<file path="src/bmp_stream_pixel_decoder_macros.svh">
// Assertion macros used by the top-level decoder file.
// Each macro expects signals named clk and rst_n in the enclosing scope.
`ifndef BMP_STREAM_PIXEL_DECODER_MACROS_SVH
`define BMP_STREAM_PIXEL_DECODER_MACROS_SVH

// Consequent must hold in the same cycle as the antecedent.
`define BMP_ASSERT_NOW(label, ante, cons, msg) \
  label: assert property (@(posedge clk) disable iff (!rst_n) (ante) |-> (cons)) \
    else $error(msg);

// Consequent must hold in the cycle after the antecedent.
`define BMP_ASSERT_NEXT(label, ante, cons, msg) \
  label: assert property (@(posedge clk) disable iff (!rst_n) (ante) |=> (cons)) \
    else $error(msg);

`endif

</file>
<file path="src/bmp_dec_pkg.sv">
`timescale 1ns / 1ps

package bmp_dec_pkg;

  // Field widths of the two channels.
  localparam int STATUS_W = 3;
  localparam int COORD_W  = 12;
  localparam int CHAN_W   = 8;

  // Result codes.
  typedef enum logic [STATUS_W-1:0] {
    ST_PIXEL     = 3'd0,
    ST_COMPLETE  = 3'd1,
    ST_BAD_SIG   = 3'd2,
    ST_HDR_SIZE  = 3'd3,
    ST_COMPRESS  = 3'd4,
    ST_DEPTH     = 3'd5,
    ST_TRUNCATED = 3'd6,
    ST_TOO_LARGE = 3'd7
  } status_t;

  // One result item.
  typedef struct packed {
    status_t             status;
    logic [COORD_W-1:0]  pixel_x;
    logic [COORD_W-1:0]  pixel_y;
    logic [CHAN_W-1:0]   red;
    logic [CHAN_W-1:0]   green;
    logic [CHAN_W-1:0]   blue;
    logic [CHAN_W-1:0]   alpha;
    logic                last_pixel;
  } result_t;

  // File format constants.
  localparam logic [15:0] SIGNATURE      = 16'h4D42;
  localparam logic [31:0] HLEN_40        = 32'd40;
  localparam logic [31:0] HLEN_52        = 32'd52;
  localparam logic [31:0] HLEN_56        = 32'd56;
  localparam logic [31:0] COMP_RGB       = 32'd0;
  localparam logic [31:0] COMP_BITFIELDS = 32'd3;
  localparam logic [15:0] BPP_24         = 16'd24;
  localparam logic [15:0] BPP_32         = 16'd32;
  localparam logic [7:0]  ALPHA_OPAQUE   = 8'd255;

endpackage

</file>
<file path="src/bmp_dec_if.sv">
`timescale 1ns / 1ps

// Byte input channel.
interface bmp_dec_in_if import bmp_dec_pkg::*; ();
  logic              valid;
  logic              ready;
  logic              func;
  logic [CHAN_W-1:0] data_byte;

  modport source (output valid, output func, output data_byte, input ready);
  modport sink   (input valid, input func, input data_byte, output ready);
endinterface

// Result channel.
interface bmp_dec_out_if import bmp_dec_pkg::*; ();
  logic               valid;
  logic               ready;
  logic [STATUS_W-1:0] status;
  logic [COORD_W-1:0] pixel_x;
  logic [COORD_W-1:0] pixel_y;
  logic [CHAN_W-1:0]  red;
  logic [CHAN_W-1:0]  green;
  logic [CHAN_W-1:0]  blue;
  logic [CHAN_W-1:0]  alpha;
  logic               last_pixel;

  modport source (output valid, output status, output pixel_x, output pixel_y,
                  output red, output green, output blue, output alpha,
                  output last_pixel, input ready);
  modport sink   (input valid, input status, input pixel_x, input pixel_y,
                  input red, input green, input blue, input alpha,
                  input last_pixel, output ready);
endinterface

</file>
<file path="src/bmp_stream_pixel_decoder.sv">
// A result is pushed into the result queue as its byte is accepted, behind earlier results.
// Throughput: one byte per cycle; the header parser and pixel unpacker update once per byte,
// and a two-entry result queue lets input flow while a result waits and stalls it when full.
// Reset (rst_n low, synchronous): parser returns to the file header phase, queue empties.
// An end-of-file item restarts the parser the same way, and reports unless it was halted.
`timescale 1ns / 1ps

`include "bmp_stream_pixel_decoder_macros.svh"

module bmp_stream_pixel_decoder import bmp_dec_pkg::*; #(
  parameter int MAX_WIDTH  = 4096,
  parameter int MAX_HEIGHT = 4096
) (
  input  logic          clk,
  input  logic          rst_n,
  bmp_dec_in_if.sink    in_ch,
  bmp_dec_out_if.source out_ch
);

  logic    accept;
  logic    full;
  logic    res_valid;
  result_t res;
  logic    q_valid;
  result_t q_data;

  // Input handshake: take a byte whenever the result queue has room.
  assign in_ch.ready = ~full;
  assign accept      = in_ch.valid && in_ch.ready;

  bmp_dec_core #(
    .MAX_WIDTH  (MAX_WIDTH),
    .MAX_HEIGHT (MAX_HEIGHT)
  ) u_core (
    .clk       (clk),
    .rst_n     (rst_n),
    .accept    (accept),
    .in_func   (in_ch.func),
    .in_byte   (in_ch.data_byte),
    .res_valid (res_valid),
    .res       (res)
  );

  bmp_dec_obuf u_obuf (
    .clk       (clk),
    .rst_n     (rst_n),
    .push      (res_valid),
    .push_data (res),
    .full      (full),
    .out_valid (q_valid),
    .out_ready (out_ch.ready),
    .out_data  (q_data)
  );

  // Result channel.
  assign out_ch.valid      = q_valid;
  assign out_ch.status     = q_data.status;
  assign out_ch.pixel_x    = q_data.pixel_x;
  assign out_ch.pixel_y    = q_data.pixel_y;
  assign out_ch.red        = q_data.red;
  assign out_ch.green      = q_data.green;
  assign out_ch.blue       = q_data.blue;
  assign out_ch.alpha      = q_data.alpha;
  assign out_ch.last_pixel = q_data.last_pixel;

  // Checks.
  `BMP_ASSERT_NOW(a_full_has_output, !in_ch.ready, out_ch.valid, "queue full without output")
  `BMP_ASSERT_NEXT(a_full_holds, !in_ch.ready && !out_ch.ready, !in_ch.ready, "queue lost entry")
  `BMP_ASSERT_NOW(a_status_fields_zero, out_ch.valid && out_ch.status != ST_PIXEL,
    out_ch.pixel_x == '0 && out_ch.pixel_y == '0 && out_ch.alpha == '0 &&
    out_ch.last_pixel == 1'b0, "status item carries pixel data")
  `BMP_ASSERT_NOW(a_accept_no_overflow, res_valid, !full, "result pushed into full queue")

endmodule

</file>
<file path="src/bmp_dec_core.sv">
`timescale 1ns / 1ps

module bmp_dec_core import bmp_dec_pkg::*; #(
  parameter int MAX_WIDTH  = 4096,
  parameter int MAX_HEIGHT = 4096
) (
  input  logic              clk,
  input  logic              rst_n,
  input  logic              accept,
  input  logic              in_func,
  input  logic [CHAN_W-1:0] in_byte,
  output logic              res_valid,
  output result_t           res
);

  localparam int CW = $clog2(MAX_WIDTH + 1);
  localparam int RW = $clog2(MAX_HEIGHT + 1);

  typedef enum logic [7:0] {
    PH_FILE  = 8'b0000_0001,
    PH_ISIZE = 8'b0000_0010,
    PH_IBODY = 8'b0000_0100,
    PH_SKIP  = 8'b0000_1000,
    PH_PIXEL = 8'b0001_0000,
    PH_PAD   = 8'b0010_0000,
    PH_DONE  = 8'b0100_0000,
    PH_HALT  = 8'b1000_0000
  } phase_t;

  // Replace one byte lane of a 32-bit word.
  function automatic logic [31:0] put_byte32(input logic [31:0] word,
                                             input logic [1:0] lane,
                                             input logic [7:0] b);
    logic [31:0] w;
    w = word;
    w[lane*8 +: 8] = b;
    return w;
  endfunction

  phase_t        phase_r, phase_nxt;
  logic [31:0]   pos_r, pos_nxt;
  logic          sig_bad_r, sig_bad_nxt;
  logic [31:0]   offset_r, offset_nxt;
  logic [31:0]   hlen_r, hlen_nxt;
  logic [31:0]   width_raw_r, width_raw_nxt;
  logic [31:0]   height_raw_r, height_raw_nxt;
  logic [15:0]   bits_r, bits_nxt;
  logic [31:0]   comp_r, comp_nxt;
  logic [RW-1:0] height_r, height_nxt;
  logic          bottom_up_r, bottom_up_nxt;
  logic          four_r, four_nxt;
  logic [CW-1:0] col_r, col_nxt;
  logic [RW-1:0] row_r, row_nxt;
  logic [1:0]    bip_r, bip_nxt;
  logic [1:0]    pad_r, pad_nxt;
  logic [23:0]   partial_r, partial_nxt;

  logic [31:0]   pos_inc;
  logic [1:0]    lane_a;
  logic [31:0]   hlen_full;
  logic [31:0]   h_mag;
  logic [CW-1:0] width_c;
  logic [CW-1:0] col_p1;
  logic [RW-1:0] row_p1;
  logic [23:0]   cur_pix;
  logic [7:0]    alpha_c;
  logic [1:0]    last_byte;
  logic [31:0]   x_full;
  logic [31:0]   y_full;

  // Header field helpers.
  assign pos_inc   = (pos_r == 32'hFFFF_FFFF) ? pos_r : pos_r + 32'd1;
  assign lane_a    = pos_r[1:0] + 2'd2;
  assign hlen_full = put_byte32(hlen_r, lane_a, in_byte);
  assign h_mag     = height_raw_r[31] ? (~height_raw_r + 32'd1) : height_raw_r;
  assign width_c   = width_raw_r[CW-1:0];
  assign col_p1    = col_r + CW'(1);
  assign row_p1    = row_r + RW'(1);
  assign last_byte = four_r ? 2'd3 : 2'd2;
  assign x_full    = 32'(col_r);
  assign y_full    = bottom_up_r ? (32'(height_r) - 32'd1 - 32'(row_r)) : 32'(row_r);

  // Current pixel with the incoming byte merged in.
  always_comb begin
    cur_pix = partial_r;
    alpha_c = ALPHA_OPAQUE;
    if (bip_r == 2'd3) begin
      alpha_c = in_byte;
    end else begin
      cur_pix[bip_r*8 +: 8] = in_byte;
    end
  end

  // Next state and result for the accepted item.
  always_comb begin
    phase_nxt      = phase_r;
    pos_nxt        = pos_r;
    sig_bad_nxt    = sig_bad_r;
    offset_nxt     = offset_r;
    hlen_nxt       = hlen_r;
    width_raw_nxt  = width_raw_r;
    height_raw_nxt = height_raw_r;
    bits_nxt       = bits_r;
    comp_nxt       = comp_r;
    height_nxt     = height_r;
    bottom_up_nxt  = bottom_up_r;
    four_nxt       = four_r;
    col_nxt        = col_r;
    row_nxt        = row_r;
    bip_nxt        = bip_r;
    pad_nxt        = pad_r;
    partial_nxt    = partial_r;
    res_valid      = 1'b0;
    res            = '0;

    if (accept && in_func) begin
      // End of file: report unless halted, and return to the reset state.
      if (phase_r == PH_DONE) begin
        res_valid  = 1'b1;
        res.status = ST_COMPLETE;
      end else if (phase_r != PH_HALT) begin
        res_valid  = 1'b1;
        res.status = ST_TRUNCATED;
      end
      phase_nxt      = PH_FILE;
      pos_nxt        = '0;
      sig_bad_nxt    = 1'b0;
      offset_nxt     = '0;
      hlen_nxt       = '0;
      width_raw_nxt  = '0;
      height_raw_nxt = '0;
      bits_nxt       = '0;
      comp_nxt       = '0;
      height_nxt     = '0;
      bottom_up_nxt  = 1'b0;
      four_nxt       = 1'b0;
      col_nxt        = '0;
      row_nxt        = '0;
      bip_nxt        = '0;
      pad_nxt        = '0;
      partial_nxt    = '0;
    end else if (accept) begin
      pos_nxt = pos_inc;
      case (phase_r)
        PH_FILE: begin
          if ((pos_r == 32'd0 && in_byte != SIGNATURE[7:0]) ||
              (pos_r == 32'd1 && in_byte != SIGNATURE[15:8])) begin
            sig_bad_nxt = 1'b1;
          end
          if (pos_r >= 32'd10 && pos_r <= 32'd13) begin
            offset_nxt = put_byte32(offset_r, lane_a, in_byte);
          end
          if (pos_r >= 32'd13) begin
            if (sig_bad_nxt) begin
              phase_nxt  = PH_HALT;
              res_valid  = 1'b1;
              res.status = ST_BAD_SIG;
            end else begin
              phase_nxt = PH_ISIZE;
            end
          end
        end
        PH_ISIZE: begin
          hlen_nxt = hlen_full;
          if (pos_r >= 32'd17) begin
            if (hlen_full == HLEN_40 || hlen_full == HLEN_52 || hlen_full == HLEN_56) begin
              phase_nxt = PH_IBODY;
            end else begin
              phase_nxt  = PH_HALT;
              res_valid  = 1'b1;
              res.status = ST_HDR_SIZE;
            end
          end
        end
        PH_IBODY: begin
          if (pos_r >= 32'd18 && pos_r <= 32'd21) begin
            width_raw_nxt = put_byte32(width_raw_r, lane_a, in_byte);
          end else if (pos_r >= 32'd22 && pos_r <= 32'd25) begin
            height_raw_nxt = put_byte32(height_raw_r, lane_a, in_byte);
          end else if (pos_r == 32'd28 || pos_r == 32'd29) begin
            bits_nxt[pos_r[0]*8 +: 8] = in_byte;
          end else if (pos_r >= 32'd30 && pos_r <= 32'd33) begin
            comp_nxt = put_byte32(comp_r, lane_a, in_byte);
          end
          // Header complete: judge compression, depth and size in turn.
          if (pos_r >= 32'd13 + hlen_r) begin
            if (comp_r != COMP_RGB && comp_r != COMP_BITFIELDS) begin
              phase_nxt  = PH_HALT;
              res_valid  = 1'b1;
              res.status = ST_COMPRESS;
            end else if (bits_r != BPP_24 && bits_r != BPP_32) begin
              phase_nxt  = PH_HALT;
              res_valid  = 1'b1;
              res.status = ST_DEPTH;
            end else if (width_raw_r > 32'(MAX_WIDTH) || h_mag > 32'(MAX_HEIGHT)) begin
              phase_nxt  = PH_HALT;
              res_valid  = 1'b1;
              res.status = ST_TOO_LARGE;
            end else begin
              height_nxt    = h_mag[RW-1:0];
              bottom_up_nxt = ~height_raw_r[31];
              four_nxt      = (bits_r == BPP_32);
              if (width_raw_r == 32'd0 || h_mag == 32'd0) begin
                phase_nxt = PH_DONE;
              end else if (pos_inc < offset_r) begin
                phase_nxt = PH_SKIP;
              end else begin
                phase_nxt = PH_PIXEL;
              end
            end
          end
        end
        PH_SKIP: begin
          if (pos_inc >= offset_r) begin
            phase_nxt = PH_PIXEL;
          end
        end
        PH_PIXEL: begin
          if (bip_r != last_byte) begin
            partial_nxt = cur_pix;
            bip_nxt     = bip_r + 2'd1;
          end else begin
            // Pixel complete: emit it and advance the raster position.
            res_valid      = 1'b1;
            res.status     = ST_PIXEL;
            res.pixel_x    = x_full[COORD_W-1:0];
            res.pixel_y    = y_full[COORD_W-1:0];
            res.red        = cur_pix[23:16];
            res.green      = cur_pix[15:8];
            res.blue       = cur_pix[7:0];
            res.alpha      = alpha_c;
            res.last_pixel = (col_p1 == width_c) && (row_p1 == height_r);
            partial_nxt    = '0;
            bip_nxt        = '0;
            if (col_p1 >= width_c) begin
              col_nxt = '0;
              row_nxt = row_p1;
              pad_nxt = four_r ? 2'd0 : width_raw_r[1:0];
              if (!four_r && width_raw_r[1:0] != 2'd0) begin
                phase_nxt = PH_PAD;
              end else if (row_p1 == height_r) begin
                phase_nxt = PH_DONE;
              end else begin
                phase_nxt = PH_PIXEL;
              end
            end else begin
              col_nxt = col_p1;
            end
          end
        end
        PH_PAD: begin
          pad_nxt = pad_r - 2'd1;
          if (pad_r == 2'd1) begin
            phase_nxt = (row_r == height_r) ? PH_DONE : PH_PIXEL;
          end
        end
        default: begin
        end
      endcase
    end
  end

  // State registers.
  always_ff @(posedge clk) begin
    if (!rst_n) begin
      phase_r      <= PH_FILE;
      pos_r        <= '0;
      sig_bad_r    <= 1'b0;
      offset_r     <= '0;
      hlen_r       <= '0;
      width_raw_r  <= '0;
      height_raw_r <= '0;
      bits_r       <= '0;
      comp_r       <= '0;
      height_r     <= '0;
      bottom_up_r  <= 1'b0;
      four_r       <= 1'b0;
      col_r        <= '0;
      row_r        <= '0;
      bip_r        <= '0;
      pad_r        <= '0;
      partial_r    <= '0;
    end else begin
      phase_r      <= phase_nxt;
      pos_r        <= pos_nxt;
      sig_bad_r    <= sig_bad_nxt;
      offset_r     <= offset_nxt;
      hlen_r       <= hlen_nxt;
      width_raw_r  <= width_raw_nxt;
      height_raw_r <= height_raw_nxt;
      bits_r       <= bits_nxt;
      comp_r       <= comp_nxt;
      height_r     <= height_nxt;
      bottom_up_r  <= bottom_up_nxt;
      four_r       <= four_nxt;
      col_r        <= col_nxt;
      row_r        <= row_nxt;
      bip_r        <= bip_nxt;
      pad_r        <= pad_nxt;
      partial_r    <= partial_nxt;
    end
  end

endmodule

</file>
<file path="src/bmp_dec_obuf.sv">
`timescale 1ns / 1ps

module bmp_dec_obuf import bmp_dec_pkg::*; (
  input  logic    clk,
  input  logic    rst_n,
  input  logic    push,
  input  result_t push_data,
  output logic    full,
  output logic    out_valid,
  input  logic    out_ready,
  output result_t out_data
);

  result_t    ent_r [2];
  logic       wr_ptr_r, wr_ptr_nxt;
  logic       rd_ptr_r, rd_ptr_nxt;
  logic [1:0] cnt_r, cnt_nxt;
  logic       pop;

  // Two-entry result queue: the parser keeps running while one result waits.
  assign out_valid = (cnt_r != 2'd0);
  assign full      = (cnt_r == 2'd2);
  assign pop       = out_valid && out_ready;
  assign out_data  = ent_r[rd_ptr_r];

  always_comb begin
    wr_ptr_nxt = push ? ~wr_ptr_r : wr_ptr_r;
    rd_ptr_nxt = pop ? ~rd_ptr_r : rd_ptr_r;
    case ({push, pop})
      2'b10:   cnt_nxt = cnt_r + 2'd1;
      2'b01:   cnt_nxt = cnt_r - 2'd1;
      default: cnt_nxt = cnt_r;
    endcase
  end

  always_ff @(posedge clk) begin
    if (!rst_n) begin
      wr_ptr_r <= 1'b0;
      rd_ptr_r <= 1'b0;
      cnt_r    <= '0;
    end else begin
      wr_ptr_r <= wr_ptr_nxt;
      rd_ptr_r <= rd_ptr_nxt;
      cnt_r    <= cnt_nxt;
    end
  end

  // Entry storage.
  always_ff @(posedge clk) begin
    if (push) begin
      ent_r[wr_ptr_r] <= push_data;
    end
  end

endmodule

</file>
<file path="src/flat_wrapper.sv">
// flat-port wrapper written by rule: the top's interface ports become plain ports
module bmp_stream_pixel_decoder_flat import bmp_dec_pkg::*;
#(
  parameter int MAX_WIDTH  = 4096,
  parameter int MAX_HEIGHT = 4096
)
  (clk, rst_n, in_ch_valid, in_ch_func, in_ch_data_byte, in_ch_ready, out_ch_valid, out_ch_status, out_ch_pixel_x, out_ch_pixel_y, out_ch_red, out_ch_green, out_ch_blue, out_ch_alpha, out_ch_last_pixel, out_ch_ready);
  bmp_dec_in_if in_ch_i ();
  bmp_dec_out_if out_ch_i ();
  input  logic clk;
  input  logic rst_n;
  input wire logic [$bits(in_ch_i.valid)-1:0] in_ch_valid;
  input wire logic [$bits(in_ch_i.func)-1:0] in_ch_func;
  input wire logic [$bits(in_ch_i.data_byte)-1:0] in_ch_data_byte;
  output wire logic [$bits(in_ch_i.ready)-1:0] in_ch_ready;
  output wire logic [$bits(out_ch_i.valid)-1:0] out_ch_valid;
  output wire logic [$bits(out_ch_i.status)-1:0] out_ch_status;
  output wire logic [$bits(out_ch_i.pixel_x)-1:0] out_ch_pixel_x;
  output wire logic [$bits(out_ch_i.pixel_y)-1:0] out_ch_pixel_y;
  output wire logic [$bits(out_ch_i.red)-1:0] out_ch_red;
  output wire logic [$bits(out_ch_i.green)-1:0] out_ch_green;
  output wire logic [$bits(out_ch_i.blue)-1:0] out_ch_blue;
  output wire logic [$bits(out_ch_i.alpha)-1:0] out_ch_alpha;
  output wire logic [$bits(out_ch_i.last_pixel)-1:0] out_ch_last_pixel;
  input wire logic [$bits(out_ch_i.ready)-1:0] out_ch_ready;
  assign in_ch_i.valid = in_ch_valid;
  assign in_ch_i.func = in_ch_func;
  assign in_ch_i.data_byte = in_ch_data_byte;
  assign in_ch_ready = in_ch_i.ready;
  assign out_ch_valid = out_ch_i.valid;
  assign out_ch_status = out_ch_i.status;
  assign out_ch_pixel_x = out_ch_i.pixel_x;
  assign out_ch_pixel_y = out_ch_i.pixel_y;
  assign out_ch_red = out_ch_i.red;
  assign out_ch_green = out_ch_i.green;
  assign out_ch_blue = out_ch_i.blue;
  assign out_ch_alpha = out_ch_i.alpha;
  assign out_ch_last_pixel = out_ch_i.last_pixel;
  assign out_ch_i.ready = out_ch_ready;
  bmp_stream_pixel_decoder #(.MAX_WIDTH(MAX_WIDTH), .MAX_HEIGHT(MAX_HEIGHT)) u_core (.clk(clk), .rst_n(rst_n), .in_ch(in_ch_i), .out_ch(out_ch_i));
endmodule
</file>
<file path="config.mk">
export PLATFORM = sky130hd
export DESIGN_NAME = bmp_stream_pixel_decoder_flat
export DESIGN_NICKNAME = d
export VERILOG_FILES = /design/src/bmp_dec_pkg.sv /design/src/bmp_dec_if.sv /design/src/bmp_stream_pixel_decoder.sv /design/src/bmp_dec_core.sv /design/src/bmp_dec_obuf.sv /design/src/flat_wrapper.sv
export VERILOG_INCLUDE_DIRS = /design/src /design/src/src
export SDC_FILE = /design/constraint.sdc
export NUM_CORES = 1
export LEC_CHECK = 0
export BUFFER_PORTS_ARGS = -buffer_cell sky130_fd_sc_hd__buf_2
export CAP_MARGIN = 20
export CORE_MARGIN = 3
export CORE_UTILIZATION = 50
export DETAILED_ROUTE_END_ITERATION = 6
export GPL_TIMING_DRIVEN = 0
export PLACE_DENSITY = 0.71
export REMOVE_ABC_BUFFERS = 1
export SLEW_MARGIN = 20
export SYNTH_ARGS = -nofsm -noshare
export SYNTH_HDL_FRONTEND = slang
export SYNTH_SLANG_ARGS = --single-unit
</file>
<file path="constraint.sdc">
create_clock -name clk -period 8.1 [get_ports clk]
set_clock_uncertainty 0.15 [all_clocks]
set_input_delay 0.405 -clock clk [delete_from_list [all_inputs] [get_ports clk]]
set_output_delay 0.405 -clock clk [all_outputs]
set_load 0.03 [all_outputs]
</file>
; ---- Word-level counts from Yosys, hierarchy flattened
; Memory sizes are Yosys's and may differ from the RTL's. A register that Yosys moved wholly into a read port is not among the register bits.
; Index checks and enable logic that the tools add are counted.
[totals]
inputBits = 13
ff_bits = 290
output_inout_bits = 62
ram_bits = 120
n_memories = 1
elab_cells = 228
[mem_list]
columns = name, words, width, rd, rd_ports_with_merged_regs, write_ports, line_no
row1 = u_core.u_obuf.ent_r, 2, 60, 1, 1, 1, bmp_dec_obuf.sv:14  ; result_t ent_r [2];
[classes]
bitwise_logic = 13
n_lt_le_gt_ge = 16
shift = 6
add_sub_neg = 15
eq_ne = 37
reduce_logical = 43
mux = 77
[op_table]
columns = op, count
row1 = two-way mux 57 bit, 3
row2 = bitwise mux 32 bit, 5
row3 = greater-or-equal comparator 32 x 5 -> 1 bit (second input constant), 4
row4 = two-way mux 8 bit, 13
row5 = == test 32 x 6 -> 1 bit (second input constant), 3
row6 = logical NOT 32 bit, 3
row7 = negator 5 -> 34 bit, 2
row8 = adder 32 x 1 -> 32 bit (second input constant), 2
row9 = == test 32 x 5 -> 1 bit (second input constant), 2
row10 = greater-or-equal comparator 32 bit, 2
row11 = greater-or-equal comparator 32 x 4 -> 1 bit (second input constant), 2
row12 = greater-than comparator 32 x 13 -> 1 bit (second input constant), 2
row13 = <= comparator 32 x 5 -> 1 bit (second input constant), 2
row14 = two-way mux 32 bit, 2
row15 = two-way mux 60 bit, 1
row16 = two-way mux 24 bit, 2
row17 = case mux 8 bit (6 select lines), 1
row18 = == test 13 bit, 3
row19 = negator 4 -> 34 bit, 1
row20 = variable shift 8 x 34 -> 16 bit (first input constant), 1
row21 = variable shift 8 x 34 -> 24 bit (first input constant), 1
row22 = variable shift 8 x 34 -> 32 bit (first input constant), 1
row23 = indexed part select 8 x 34 -> 16 bit, 1
row24 = indexed part select 8 x 34 -> 24 bit, 1
row25 = 58 further kinds, 147

; ---- Depth between registers and ports, before layout
; Gate-level depths: netlist (run 1).
[logic_depth]
depth_word = 14
mapped_depth = 22
mapped_depth_nobuf = 21

; ---- Modules after synthesis
; Synthesis (run 1) repeated with hierarchy kept, for this count alone.
[unflattened]
cells_unflattened = 2543
hier_area_um2 = 22301.4
[modules_own_cells]
columns = mod, seq_area_each_um2, area_each_um2, cells_per_inst, n_inst
row1 = bmp_dec_core, 5725.5, 17752.0, 2331, 1
row2 = bmp_dec_obuf, 3703.6, 4539.4, 210, 1
row3 = bmp_stream_pixel_decoder, 0.0, 10.0, 2, 1

; ---- Worst setup path before layout (run 1)
; OpenSTA, ideal clock, no wires.
[synth_timing]
path_type = register to register
start = register u_core.u_core.hlen_r[2]
end = memory u_core.u_obuf.ent_r[1][0] (netlist bit) (enable)
required_time_ps = 7451
arrival_time_ps = 6274
path_stages_with_launch = 15
n_path_buf = 2
slack_ps = 1177
synth_period_minus_slack_ps = 6923
setup_ps = 499
path_cell_list = dfxtp_1 -> a21oi_1 -> nor2b_1 -> or3_1 -> clkbuf_1 -> or3_1 -> clkbuf_1 -> or4_1 -> xor2_1 -> ha_1 -> nand4_1 -> or2_2 -> o21ai_0 -> o2111ai_1 -> a21oi_1
[synth_between]
elab_chain_cells = 11
elab_cells_between_ends = 16
classes_between = add/sub (1) / order compare (1) / eq/ne (3) / mux (9) / reduce/logical (2)
[synth_lines]
columns = element, line_no
row1 = start: declaration, bmp_dec_core.sv:44  ; logic [31:0] hlen_r, hlen_nxt;
row2 = start signal: assignment, bmp_dec_core.sv:288  ; hlen_r <= hlen_nxt;
row3 = branches (longest 6 deep; another with adder 4 x 32 -> 32 bit), n/a
row4 = case mux 1 bit (4 select lines) *, bmp_dec_core.sv:144  ; case (phase_r)
row5 = two-way mux 1 bit *, bmp_dec_core.sv:142  ; end else if (accept) begin
row6 = two-way mux 1 bit *, bmp_dec_core.sv:116  ; if (accept && in_func) begin
row7 = two-way mux 1 bit *, bmp_dec_obuf.sv:50  ; if (push) begin
row8 = two-way mux 1 bit (implied by the code) *, bmp_dec_obuf.sv:51  ; ent_r[wr_ptr_r] <= push_data;
row9 = end: declaration, bmp_dec_obuf.sv:14
; Mark *: on every way between the ends.

; ---- Final worst setup path (run 1)
[layout_timing]
start = register u_core.u_core.pos_r[1]
end = register u_core.u_core.phase_r[5]
[layout_between]
elab_chain_cells = 5
elab_cells_between_ends = 12
classes_between = add/sub (1) / order compare (4) / eq/ne (5) / mux (1) / reduce/logical (1)
[layout_lines]
columns = element, line_no
row1 = start: declaration, bmp_dec_core.sv:41  ; logic [31:0] pos_r, pos_nxt;
row2 = start signal: assignment, bmp_dec_core.sv:285  ; pos_r <= pos_nxt;
row3 = adder 32 x 1 -> 32 bit or == test 32 bit (tied branches), bmp_dec_core.sv:72  ; assign pos_inc = (pos_r == 32'hFFFF_FFFF) ? pos_r : pos_r + 32'd1;
row4 = two-way mux 32 bit *, bmp_dec_core.sv:72
row5 = net u_core.u_core.pos_inc[30], bmp_dec_core.sv:58  ; logic [31:0] pos_inc;
row6 = greater-or-equal comparator 32 bit *, bmp_dec_core.sv:214  ; if (pos_inc >= offset_r) begin
row7 = inequality test 2 bit (no source line) *, n/a
row8 = AND reduction 9 bit (no source line) *, n/a
row9 = end signal: assignment, bmp_dec_core.sv:284  ; phase_r <= phase_nxt;
row10 = end: declaration, bmp_dec_core.sv:40  ; phase_t phase_r, phase_nxt;
; The timed path passes the listed nets; every way through them passes the cells marked *.
; A chain may end at the register's enable or synchronous reset.

==> impl_metrics.env, run 1 <==
export IMPL_nNetsFinal=2712
export IMPL_initial_core_util_pct=51.3
export IMPL_insertion_delay_ps=580
export IMPL_hold_viol=0
export IMPL_ctsResizeCount=0
export IMPL_ys_async_sr_fraction_pct=0
export IMPL_netlist_area_um2=22400
export IMPL_cts_tree="done"
export IMPL_synth_distinct_cells=82
export IMPL_setup_tns_ps=0
export IMPL_power_density_nw_per_um2=202
export IMPL_dp_hpwl_mm=41.9
export IMPL_crit_type="register to register"
export IMPL_gp_congestion=0.894
export IMPL_fp_coreArea_um2=43600
export IMPL_drcViolationCount=0
export IMPL_cp_arrival_ps=7760
export IMPL_drive_gt1_share_pct=9.87
export IMPL_numCtsBuffers=44
export IMPL_ios=75
export IMPL_slew_viol_final=0
export IMPL_grt_pass1_vias=17886
export IMPL_end_kind="register"
export IMPL_multi_input_area_um2=12000
export IMPL_slew_headroom_pct=23.1
export IMPL_total_power_mw=4.98
export IMPL_grt_usage_pct=24.5
export IMPL_antenna_found_initial=0
export IMPL_n_antenna_cell=0
export IMPL_rsz0062_at_grt="false"
export IMPL_clock_path_buffers=3
export IMPL_overflow=0
export IMPL_synthCells=2613
export IMPL_hold_buffers=0
export IMPL_ys_ff_latch=411
export IMPL_synth_seq_area_share_pct=42.1
export IMPL_port_buffers=74
export IMPL_ys_flop_type="dfxtp_1"
export IMPL_max_stage_delay_ps=990
export IMPL_p_leak_nw=9.08
export IMPL_finalWorstSetupSlack_ps=689
export IMPL_rows=76
export IMPL_worst_path_max_fanout=18
export IMPL_pre_cts_slack_ps=862
export IMPL_cts_setup_buffers=0
export IMPL_n_fill_cell=3866
export IMPL_fin_crit_ps=7410
export IMPL_max_freq_mhz=135
export IMPL_firstDrtPassIters=5
export IMPL_vias=18974
export IMPL_dieArea_um2=47400
export IMPL_clock_sinks=411
export IMPL_crit_required_ps=8450
export IMPL_areaGrowthSynthToFinish_pct=10.3
export IMPL_routed_wl_mm=59.1
export IMPL_slowest_stage="nor4_1"
export IMPL_grt_max_degree=67
export IMPL_die_h_um=218
export IMPL_status="complete, no violations"
export IMPL_cts_root_buf="clkbuf_16"
export IMPL_ant_nets=0
export IMPL_min_path_type="primary input to register"
export IMPL_clk_pin_slew_ps=60
export IMPL_wire_per_inst_um=18.4
export IMPL_tightest_slew_ps=1140
export IMPL_drv_cap=0
export IMPL_cts_max_level=2
export IMPL_final_seq_area_um2=9430
export IMPL_die_width_um=218
export IMPL_grt_pass1_wl_mm=94.6
export IMPL_avgSynthCellArea_um2=8.57
export IMPL_via_per_inst=5.91
export IMPL_peakVddDrop_mv=0.151
export IMPL_setup_viol=0
export IMPL_min_period_over_period_pct=91.5
export IMPL_critPathLaunchType="register"
export IMPL_synth_edf_count=120
export IMPL_drt_initial_drc_count=1727
export IMPL_yosys_warnings=0
export IMPL_cp_cell_sequence="ha_1, inv_1, or3_1, o41ai_2, nor3_1, and3b_1, nor2b_1, xor2_1, ha_1, nand4_1, nor4_1, o311a_1, or4_1, o221a_2, o21ai_1, or4_1, a21oi_1"
## cell usage in the layout, fill, tap and decap left out, drive strengths merged, types with 29 or more instances in the layout
cell type,synthesis,routed
a21oi,256,256
a22oi,49,49
buf,21,90
clkbuf,135,62
dfxtp,291,291
edfxtp,120,120
ha,105,105
inv,102,105
mux2,61,61
mux2i,34,34
nand2,193,193
nand3,53,53
nand4,70,70
nor2,511,511
nor3,47,47
nor4,49,49
o21ai,49,49
or3,29,29
xnor2,81,81
xor2,72,72
## Yosys cell counts (29+ instances only)
master      n  share of area [%]
nor4_1     45                1.3
inv_1     102                1.7
nand4_1    70                2.0
nand2_1   193                3.2
clkbuf_1  135                2.3
edfxtp_1  120                 16
nand3_1    53                1.2
dfxtp_1   291                 26
o21ai_0    48                1.1
mux2_2     61                3.1
nor2_1    511                8.6
a22oi_1    49                1.6
xnor2_1    81                3.2
ha_1      105                5.9
xor2_1     72                2.8
or3_1      29               0.81
nor3_1     47                1.1
mux2i_1    34                1.5
a21oi_1   255                5.7
## per-layer routing
metal,vias up,global-route usage (%),routed length [um]
li1,9183,-,-
met5,-,0,0
met3,116,4.01,3850
met4,0,7.00,1630
met2,632,41.2,27700
met1,9043,32.6,25900
## worst max-delay path: cells and delay by family (launching register included)
kind	cells	cell delay, ps
adders and majority gates	2	1110
xor gates and xnor gates	1	150
AOI/OAI and AO/OA	5	1920
DFF	1	590
buffers and inverters	1	280
and+or+nand+nor	8	3110
## power by group
group	internal [mW]	leakage [nW]	switching, mW	total (mW)
clock	1.20	0.705	0.828	2.03
combinational	0.245	4.93	0.515	0.760
sequential	2.16	3.45	0.0332	2.19
total	3.60	9.08	1.38	4.98
## stage by stage
step	instance area [um2]	hold WS, ps	util [%]	instances
3_3_place_gp	22900	289	52.4	3116
4_1_cts	24700	39.2	56.6	3210
2_1_floorplan	21800	282	-	2457
6_report	24700	67.0	56.6	3210
5_1_grt	24700	69.0	56.6	3210
3_5_place_dp	23300	294	53.3	3132
## registers in the layout (all words and copies together), names as in the netlist, 2 cells and up, named ones only
register	flops
u_core.u_core.bip_r	2
u_core.u_obuf.cnt_r	2
u_core.u_core.offset_r	32
u_core.u_core.height_raw_r	32
u_core.u_core.phase_r	8
u_core.u_core.width_raw_r	32
u_core.u_core.comp_r	32
u_core.u_core.height_r	13
u_core.u_core.row_r	13
u_core.u_core.col_r	13
u_core.u_obuf.ent_r	120
u_core.u_core.pad_r	2
u_core.u_core.bits_r	16
u_core.u_core.hlen_r	32
u_core.u_core.pos_r	32
u_core.u_core.partial_r	24
## layout make-up
| type | count | area share [%] |
|---|---|---|
| multi-input cells | 1944 | 48.7 |
| flip-flops and latches | 411 | 38.2 |
| clock buffers | 62 | 5.02 |
| well taps | 585 | 2.96 |
| repair buffers | 90 | 2.77 |
| inverters | 102 | 1.55 |
| clock inverters | 16 | 0.836 |
## worst paths after layout
path                            start                       end  slack [ps]  depth (start not counted)
max reg2reg    u_core.u_core.pos_r[1]  u_core.u_core.phase_r[5]         690                         17
max            u_core.u_core.pos_r[1]  u_core.u_core.phase_r[5]         690                         17
min reg2reg  u_core.u_core.comp_r[16]  u_core.u_core.comp_r[16]         300                          2
min                             rst_n    u_core.u_obuf.cnt_r[0]          70                          3
## cells by family (layout without fill, tap and decap cells)
group                      count (synthesis)  count (layout)  share of synthesized area, %
and+or+nand+nor                         1097            1097                          23.1
AOI/OAI and AO/OA                        492             492                          13.7
DFF                                      411             411                          42.1
buffers and inverters                    258             270                          4.52
xor gates and xnor gates                 153             153                          5.98
adders and majority gates                107             107                          6.00
muxes                                     95              95                          4.59
Power figures use the tool's default switching activity.
==> run 2: changes to the inputs <==
--- a/config.mk
+++ b/config.mk
@@ -17,4 +17,5 @@
 export SLEW_MARGIN = 20
 export SYNTH_ARGS = -nofsm -noshare
 export SYNTH_HDL_FRONTEND = slang
+export SYNTH_HIERARCHICAL = 1
 export SYNTH_SLANG_ARGS = --single-unit
==> impl_metrics.env, run 2 <==
export IMPL_areaGrowthSynthToFinish_pct=10.7
export IMPL_wl_met2_mm=27.1
export IMPL_mostFrequentLayoutCells="366 x nand2_1, 297 x nor2_1, 290 x dfxtp_1"
export IMPL_synthCells=2543
export IMPL_cts_tree="done"
export IMPL_routed_wl_mm=58.5
export IMPL_synthSimpleGateAreaFrac_pct=22.1
export IMPL_overflow=0
export IMPL_reg2reg_to="u_core/u_core/phase_r[1]"
export IMPL_grt_pass1_vias=17890
export IMPL_drive_gt1_share_pct=10.0
export IMPL_insertion_delay_ps=590
export IMPL_slew_headroom_pct=28.1
export IMPL_highest_layer="met4"
export IMPL_yosys_area_share_xor_xnor_pct=6.21
export IMPL_peakVddDrop_mv=0.169
export IMPL_grt_max_degree=82
export IMPL_reg2reg_setup_slack_ps=1290
export IMPL_rows=76
export IMPL_place_area_um2=23200
export IMPL_cp_arrival_ps=7180
export IMPL_ctsResizeCount=0
export IMPL_synthAdderAreaFrac_pct=5.98
export IMPL_netlist_top_cells_count="368 x nand2_1, 300 x nor2_1, 291 x dfxtp_1"
export IMPL_finalWorstSetupSlack_ps=1290
export IMPL_drv_cap=0
export IMPL_status="complete, no violations"
export IMPL_synth_edf_count=120
export IMPL_clk_pin_slew_ps=60
export IMPL_met1_length_mm=25.2
export IMPL_via_per_inst=5.91
export IMPL_min_path_type="primary input to register"
export IMPL_end_kind="register"
export IMPL_ys_async_sr_fraction_pct=0
export IMPL_die_width_um=217
export IMPL_ys_ff_latch=411
export IMPL_critPathLaunchType="register"
export IMPL_fin_area_um2=24700
export IMPL_netlist_area_um2=22300
export IMPL_die_h_um=217
export IMPL_cts_root_buf="clkbuf_16"
export IMPL_grt_pass1_wl_mm=93.1
export IMPL_firstDrtPassIters=6
export IMPL_synth_distinct_cells=82
export IMPL_pre_cts_slack_ps=1390
export IMPL_slowest_stage="a2111oi_2"
export IMPL_final_common_cell="nand2_1"
export IMPL_cp_cell_sequence="and4_1, and3_1, and3_1, a2111oi_2, nand4_1, nor3_1, nand3_1, xnor2_1, ha_1, nand4_1, or2_2, nor4_1, a2111oi_0, nand2_1, nor3_1, a211oi_2, mux2_2, nor2_1"
export IMPL_yosys_area_top_type="dfxtp_1"
export IMPL_vias=18676
export IMPL_ios=75
export IMPL_worst_path_max_fanout=10
export IMPL_hold_depth=3
export IMPL_grt_usage_pct=24.1
export IMPL_synth_compound_area_share_pct=12.3
export IMPL_p_leak_nw=9.40
export IMPL_clock_path_buffers=3
export IMPL_dieArea_um2=47200
export IMPL_setup_viol=0
export IMPL_wire_per_inst_um=18.5
export IMPL_synth_top_family_by_area="simple AND/OR/NAND/NOR gates"
export IMPL_ant_nets=0
export IMPL_slew_viol_final=0
export IMPL_crit_family="simple AND/OR/NAND/NOR gates"
export IMPL_crit_required_ps=8470
export IMPL_synth_top_area_share_pct=26.1
export IMPL_cts_setup_buffers=0
export IMPL_fp_coreArea_um2=43600
export IMPL_r2r_start="u_core/u_core/pos_r[19]"
export IMPL_dp_hpwl_mm=42.0
export IMPL_avgSynthCellArea_um2=8.77
export IMPL_hold_end="u_core/u_core/bits_r[3]"
export IMPL_min_delay_start="in_ch_data_byte[3]"
export IMPL_synth_mux_area_share_pct=6.95
export IMPL_n_antenna_cell=0
export IMPL_synth_most_common_cell="nand2_1"
export IMPL_rsz0062_at_grt="false"
export IMPL_numCtsBuffers=44
export IMPL_largest_reg_flops=120
export IMPL_nNetsFinal=2660
export IMPL_drt_initial_drc_count=1824
export IMPL_max_stage_delay_ps=1000
export IMPL_wl_met3_mm=3.99
export IMPL_crit_type="register to register"
export IMPL_power_density_nw_per_um2=200
export IMPL_hold_viol=0
export IMPL_hold_worst_slack_ps=92.2
export IMPL_ys_flop_type="dfxtp_1"
export IMPL_synth_seq_area_share_pct=42.3
export IMPL_cts_max_level=2
export IMPL_tightest_slew_ps=1080
export IMPL_initial_core_util_pct=51.2
export IMPL_max_freq_mhz=147
export IMPL_gp_congestion=0.933
export IMPL_synth_area_leaders="dfxtp_1 26%, edfxtp_1 16%, nand2_1 6.2%"
export IMPL_fin_crit_ps=6810
export IMPL_port_buffers=74
export IMPL_drcViolationCount=0
export IMPL_clock_sinks=411
export IMPL_ff2ff_path_depth=18
export IMPL_cp_buffers_inverters=0
export IMPL_min_period_over_period_pct=84.0
export IMPL_antenna_found_initial=0
export IMPL_hold_buffers=1
export IMPL_regMostFlops="u_core/u_obuf/ent_r"
export IMPL_yosys_warnings=6
==> run 2: changes by cell type in the layout (fill, tap and decap cells not counted), moves of 9 or more <==
cell / before / now
a21oi_1: 254 / 185
a22oi_1: 49 / 64
and3_1: 19 / 33
mux2i_1: 34 / 84
nand2_1: 192 / 366
nand3_1: 53 / 68
nand3b_1: 18 / 6
nand4_1: 70 / 52
nor2_1: 510 / 297
nor3_1: 45 / 56
o21ai_0: 47 / 37
or3_1: 28 / 19
==> run 2: area by class of cell <==
cell class / instances / area [um2]
fill: 3839 / 18900
multi-input combinational: 1895 / 12000
sequential: 411 / 9430
clock buffer: 62 / 1310
tap: 585 / 732
timing repair buffer: 89 / 639
inverter: 100 / 375
clock inverter: 19 / 186
==> run 2: how the worst max path moves through the flow <==
stage	end	cells past startpoint	from
final	u_core/u_core/phase_r[1]	18	u_core/u_core/pos_r[19]
after global routing	u_core/u_core/phase_r[1]	17	u_core/u_core/pos_r[18]
after CTS	u_core/u_core/phase_r[1]	18	u_core/u_core/pos_r[19]
after detailed placement	u_core/u_core/phase_r[1]	18	u_core/u_core/pos_r[19]
after global placement	u_core/u_core/phase_r[4]	5	u_core/u_obuf/cnt_r[0]
after floorplan	u_core/u_core/phase_r[4]	5	u_core/u_obuf/cnt_r[0]
==> run 2: report_power, final <==
| part | switching [mW] | internal, mW | total (mW) |
|---|---|---|---|
| combinational | 0.485 | 0.229 | 0.714 |
| sequential | 0.0249 | 2.15 | 2.18 |
| clock | 0.844 | 1.20 | 2.05 |
==> run 2: through the flow <==
| stage | total power [mW] | util [%] | instances | TNS (ps) |
|---|---|---|---|---|
| CTS | 4.97 | 56.7 | 3161 | 0 |
| floorplan | 2.69 | - | 2406 | 0 |
| detailed placement | 2.93 | 53.2 | 3079 | 0 |
| finish | 4.94 | 56.7 | 3161 | 0 |
| global placement | 2.90 | 52.5 | 3065 | -777490 |
| global route | 5.10 | 56.7 | 3161 | 0 |
==> run 2: logic make-up (layout without fill, tap and decap cells) <==
kind of cell | after synthesis | after routing
AOI/OAI and AO/OA | 425 | 425
xor gates and xnor gates | 158 | 158
adders and majority gates | 106 | 106
buffers and inverters | 237 | 270
DFF | 411 | 411
muxes | 147 | 147
and+or+nand+nor | 1059 | 1059
==> run 2: worst register-to-register path: stages, from the launching register on <==
cell       delay, ps
dfxtp_1          420
and4_1           270
and3_1           210
and3_1           270
a2111oi_2       1010
nand4_1          360
nor3_1           620
nand3_1          170
xnor2_1          160
ha_1             310
nand4_1          110
or2_2            370
nor4_1           530
a2111oi_0        240
nand2_1          260
nor3_1           100
a211oi_2         680
mux2_2           410
nor2_1           100
==> run 2: layer usage <==
layer / vias to the layer above / GRT usage, %
li1: 8987 / -
met1: 8884 / 31.7
met2: 675 / 39.8
met3: 130 / 3.91
met4: 0 / 9.68
met5: - / 0
==> run 3: changes to the inputs <==
--- a/config.mk
+++ b/config.mk
@@ -6,6 +6,7 @@
 export SDC_FILE = /design/constraint.sdc
 export NUM_CORES = 1
 export LEC_CHECK = 0
+export ABC_AREA = 1
 export BUFFER_PORTS_ARGS = -buffer_cell sky130_fd_sc_hd__buf_2
 export CAP_MARGIN = 20
 export CORE_MARGIN = 3
==> constraint.sdc (replaced) <==
create_clock -name clk -period 6.8 [get_ports clk]
set_clock_uncertainty 0.15 [all_clocks]
set_input_delay 0.34 -clock clk [delete_from_list [all_inputs] [get_ports clk]]
set_output_delay 0.34 -clock clk [all_outputs]
set_load 0.03 [all_outputs]
==> impl_metrics.env, run 3 <==
export IMPL_grt_pass1_wl_mm=102
export IMPL_synth_distinct_cells=65
export IMPL_routed_wl_mm=63.6
export IMPL_fin_area_um2=25800
export IMPL_ys_flop_type="dfxtp_1"
export IMPL_crit_required_ps=6920
export IMPL_fin_util_pct=56.3
export IMPL_p_leak_nw=10.7
export IMPL_netlist_area_um2=23500
export IMPL_cp_arrival_ps=6200
export IMPL_slew_headroom_pct=12.9
export IMPL_max_stage_delay_ps=520
export IMPL_failed_checks="design-rule violations"
export IMPL_drive_gt1_share_pct=10.7
export IMPL_grt_max_degree=85
export IMPL_synth_top_area_share_pct=24.8
export IMPL_ff2ff_path_depth=30
export IMPL_via_per_inst=5.56
export IMPL_status="complete, but fails checks"
export IMPL_min_path_type="primary input to register"
export IMPL_pre_cts_slack_ps=839
export IMPL_mostFrequentLayoutCells="608 x nand2_1, 386 x inv_1, 315 x nor2_1"
export IMPL_grt_usage_pct=25.1
export IMPL_overflow=0
export IMPL_antenna_found_initial=1
export IMPL_hold_viol=0
export IMPL_crit_family="simple AND/OR/NAND/NOR gates"
export IMPL_regMostFlops="u_core/u_obuf/ent_r"
export IMPL_min_delay_start="in_ch_data_byte[6]"
export IMPL_dp_hpwl_mm=47.4
export IMPL_areaGrowthSynthToFinish_pct=10.0
export IMPL_final_common_cell="nand2_1"
export IMPL_drv_cap=0
export IMPL_nNetsFinal=3206
export IMPL_drcViolationCount=1
export IMPL_ys_ff_latch=411
export IMPL_reg2reg_setup_slack_ps=720
export IMPL_min_period_over_period_pct=89.4
export IMPL_crit_top_cell="nand2_1"
export IMPL_fin_crit_ps=6080
export IMPL_clock_sinks=411
export IMPL_max_freq_mhz=164
export IMPL_die_width_um=223
export IMPL_slew_viol_final=0
export IMPL_insertion_delay_ps=590
export IMPL_setup_viol=0
export IMPL_power_density_nw_per_um2=243
export IMPL_place_area_um2=24300
export IMPL_clk_pin_slew_ps=60
export IMPL_yosys_area_top_type="dfxtp_1"
export IMPL_cts_max_level=2
export IMPL_synth_seq_area_share_pct=40.2
export IMPL_slowest_stage="nor4_1"
export IMPL_setup_tns_ps=0
export IMPL_cp_buffers_inverters=8
export IMPL_critPathLaunchType="register"
export IMPL_hold_depth=3
export IMPL_yosys_warnings=6
export IMPL_ios=75
export IMPL_port_buffers=74
export IMPL_reg2reg_to="u_core/u_obuf/ent_r[0][13]"
export IMPL_wire_per_inst_um=17.1
export IMPL_initial_core_util_pct=51.1
export IMPL_worst_path_max_fanout=27
export IMPL_netlist_top_cells_count="609 x nand2_1, 389 x inv_1, 317 x nor2_1"
export IMPL_hold_end="u_core/u_core/bits_r[6]"
export IMPL_hold_worst_slack_ps=104
export IMPL_n_antenna_cell=0
export IMPL_cts_tree="done"
export IMPL_fp_coreArea_um2=45900
export IMPL_rows=78
export IMPL_finalWorstSetupSlack_ps=720
export IMPL_vias=20670
export IMPL_peakVddDrop_mv=0.197
export IMPL_stdcell_count=3720
export IMPL_crit_type="register to register"
export IMPL_dieArea_um2=49500
export IMPL_gp_congestion=0.954
export IMPL_r2r_start="u_core/u_core/hlen_r[1]"
export IMPL_post_place_cells=3639
export IMPL_synth_area_leaders="dfxtp_1 25%, edfxtp_1 15%, nand2_1 9.7%"
export IMPL_firstDrtPassIters=7
export IMPL_drt_initial_drc_count=1897
export IMPL_rsz0062_at_grt="false"
export IMPL_die_h_um=223
export IMPL_largest_reg_flops=120
export IMPL_total_power_mw=6.28
export IMPL_grt_pass1_vias=19487
export IMPL_synth_edf_count=120
export IMPL_ant_nets=0
export IMPL_tightest_slew_ps=1300
export IMPL_ys_async_sr_fraction_pct=0
export IMPL_numCtsBuffers=44
export IMPL_avgSynthCellArea_um2=7.69
export IMPL_cts_root_buf="clkbuf_16"
export IMPL_clock_path_buffers=3
export IMPL_synth_most_common_cell="nand2_1"
export IMPL_synthCells=3049
export IMPL_end_kind="register"
[run 3: cell types whose count changed after synthesis, moves of 33 or more]
cell and change:
xnor2_1 -71, mux2_2 -63, nand2_1 +241, a21oi_1 +116, a22oi_1 -52, mux2_4 +60, inv_1 +290, mux2i_1 -84
and3_1 -33, clkbuf_1 -58, o21ai_0 +169
[run 3: where the power goes]
group,switching (mW),internal (mW)
registers,0.0793,2.60
logic,0.710,0.348
clock network,1.00,1.54
total,1.79,4.49
[run 3: tightest hold or removal path: stages]
cell	delay [ps]
buf_2	190
inv_1	160
a211oi_1	90
[run 3: logic make-up (layout without fill, tap and decap cells)]
| group | Yosys count | in the layout | synth area share [%] |
|---|---|---|---|
| mux | 60 | 60 | 3.84 |
| flops | 411 | 411 | 40.2 |
| simple gates | 1263 | 1263 | 24.1 |
| fa+ha+maj | 106 | 106 | 5.69 |
| buf+inv | 509 | 580 | 8.94 |
| compound gates | 621 | 621 | 14.2 |
| xor+xnor | 79 | 79 | 2.98 |
[run 3: cell type report]
| cell class | instances | area, um2 |
|---|---|---|
| clock inverters | 17 | 274 |
| flip-flops and latches | 411 | 9430 |
| repair buffers | 84 | 581 |
| inverters | 417 | 1570 |
| fillers | 4285 | 20100 |
| clock buffers | 62 | 1240 |
| well taps | 600 | 751 |
| multi-input cells | 2129 | 12000 |
[run 3: repair_timing]
action	in CTS	in global routing
hold endpoints to repair	5	0
gates resized for setup	0	0
buffers inserted	0	0
hold buffers	2	0
[run 3: worst max-delay path by stage]
stage	startpoint	to	slack, ps	cells after the start
final	u_core/u_core/hlen_r[1]	u_core/u_obuf/ent_r[0][13]	720	30
after global routing	u_core/u_core/hlen_r[1]	u_core/u_obuf/ent_r[0][13]	320	30
after CTS	u_core/u_core/hlen_r[1]	u_core/u_obuf/ent_r[0][14]	820	30
after detailed placement	u_core/u_core/pos_r[0]	u_core/u_core/phase_r[5]	840	25
after global placement	u_core/u_obuf/cnt_r[0]	u_core/u_core/offset_r[12]	-4650	7
after floorplan	u_core/u_core/hlen_r[1]	u_core/u_obuf/ent_r[0][0]	230	28
[run 3: per-layer routing]
| metal | GRT usage, % | vias up | wire length [um] |
|---|---|---|---|
| met1 | 32.8 | 9653 | 27400 |
| met3 | 3.94 | 147 | 3950 |
| met5 | 0 | - | 0 |
| met4 | 10.0 | 0 | 2450 |
| met2 | 41.9 | 668 | 29700 |
| li1 | - | 10202 | - |
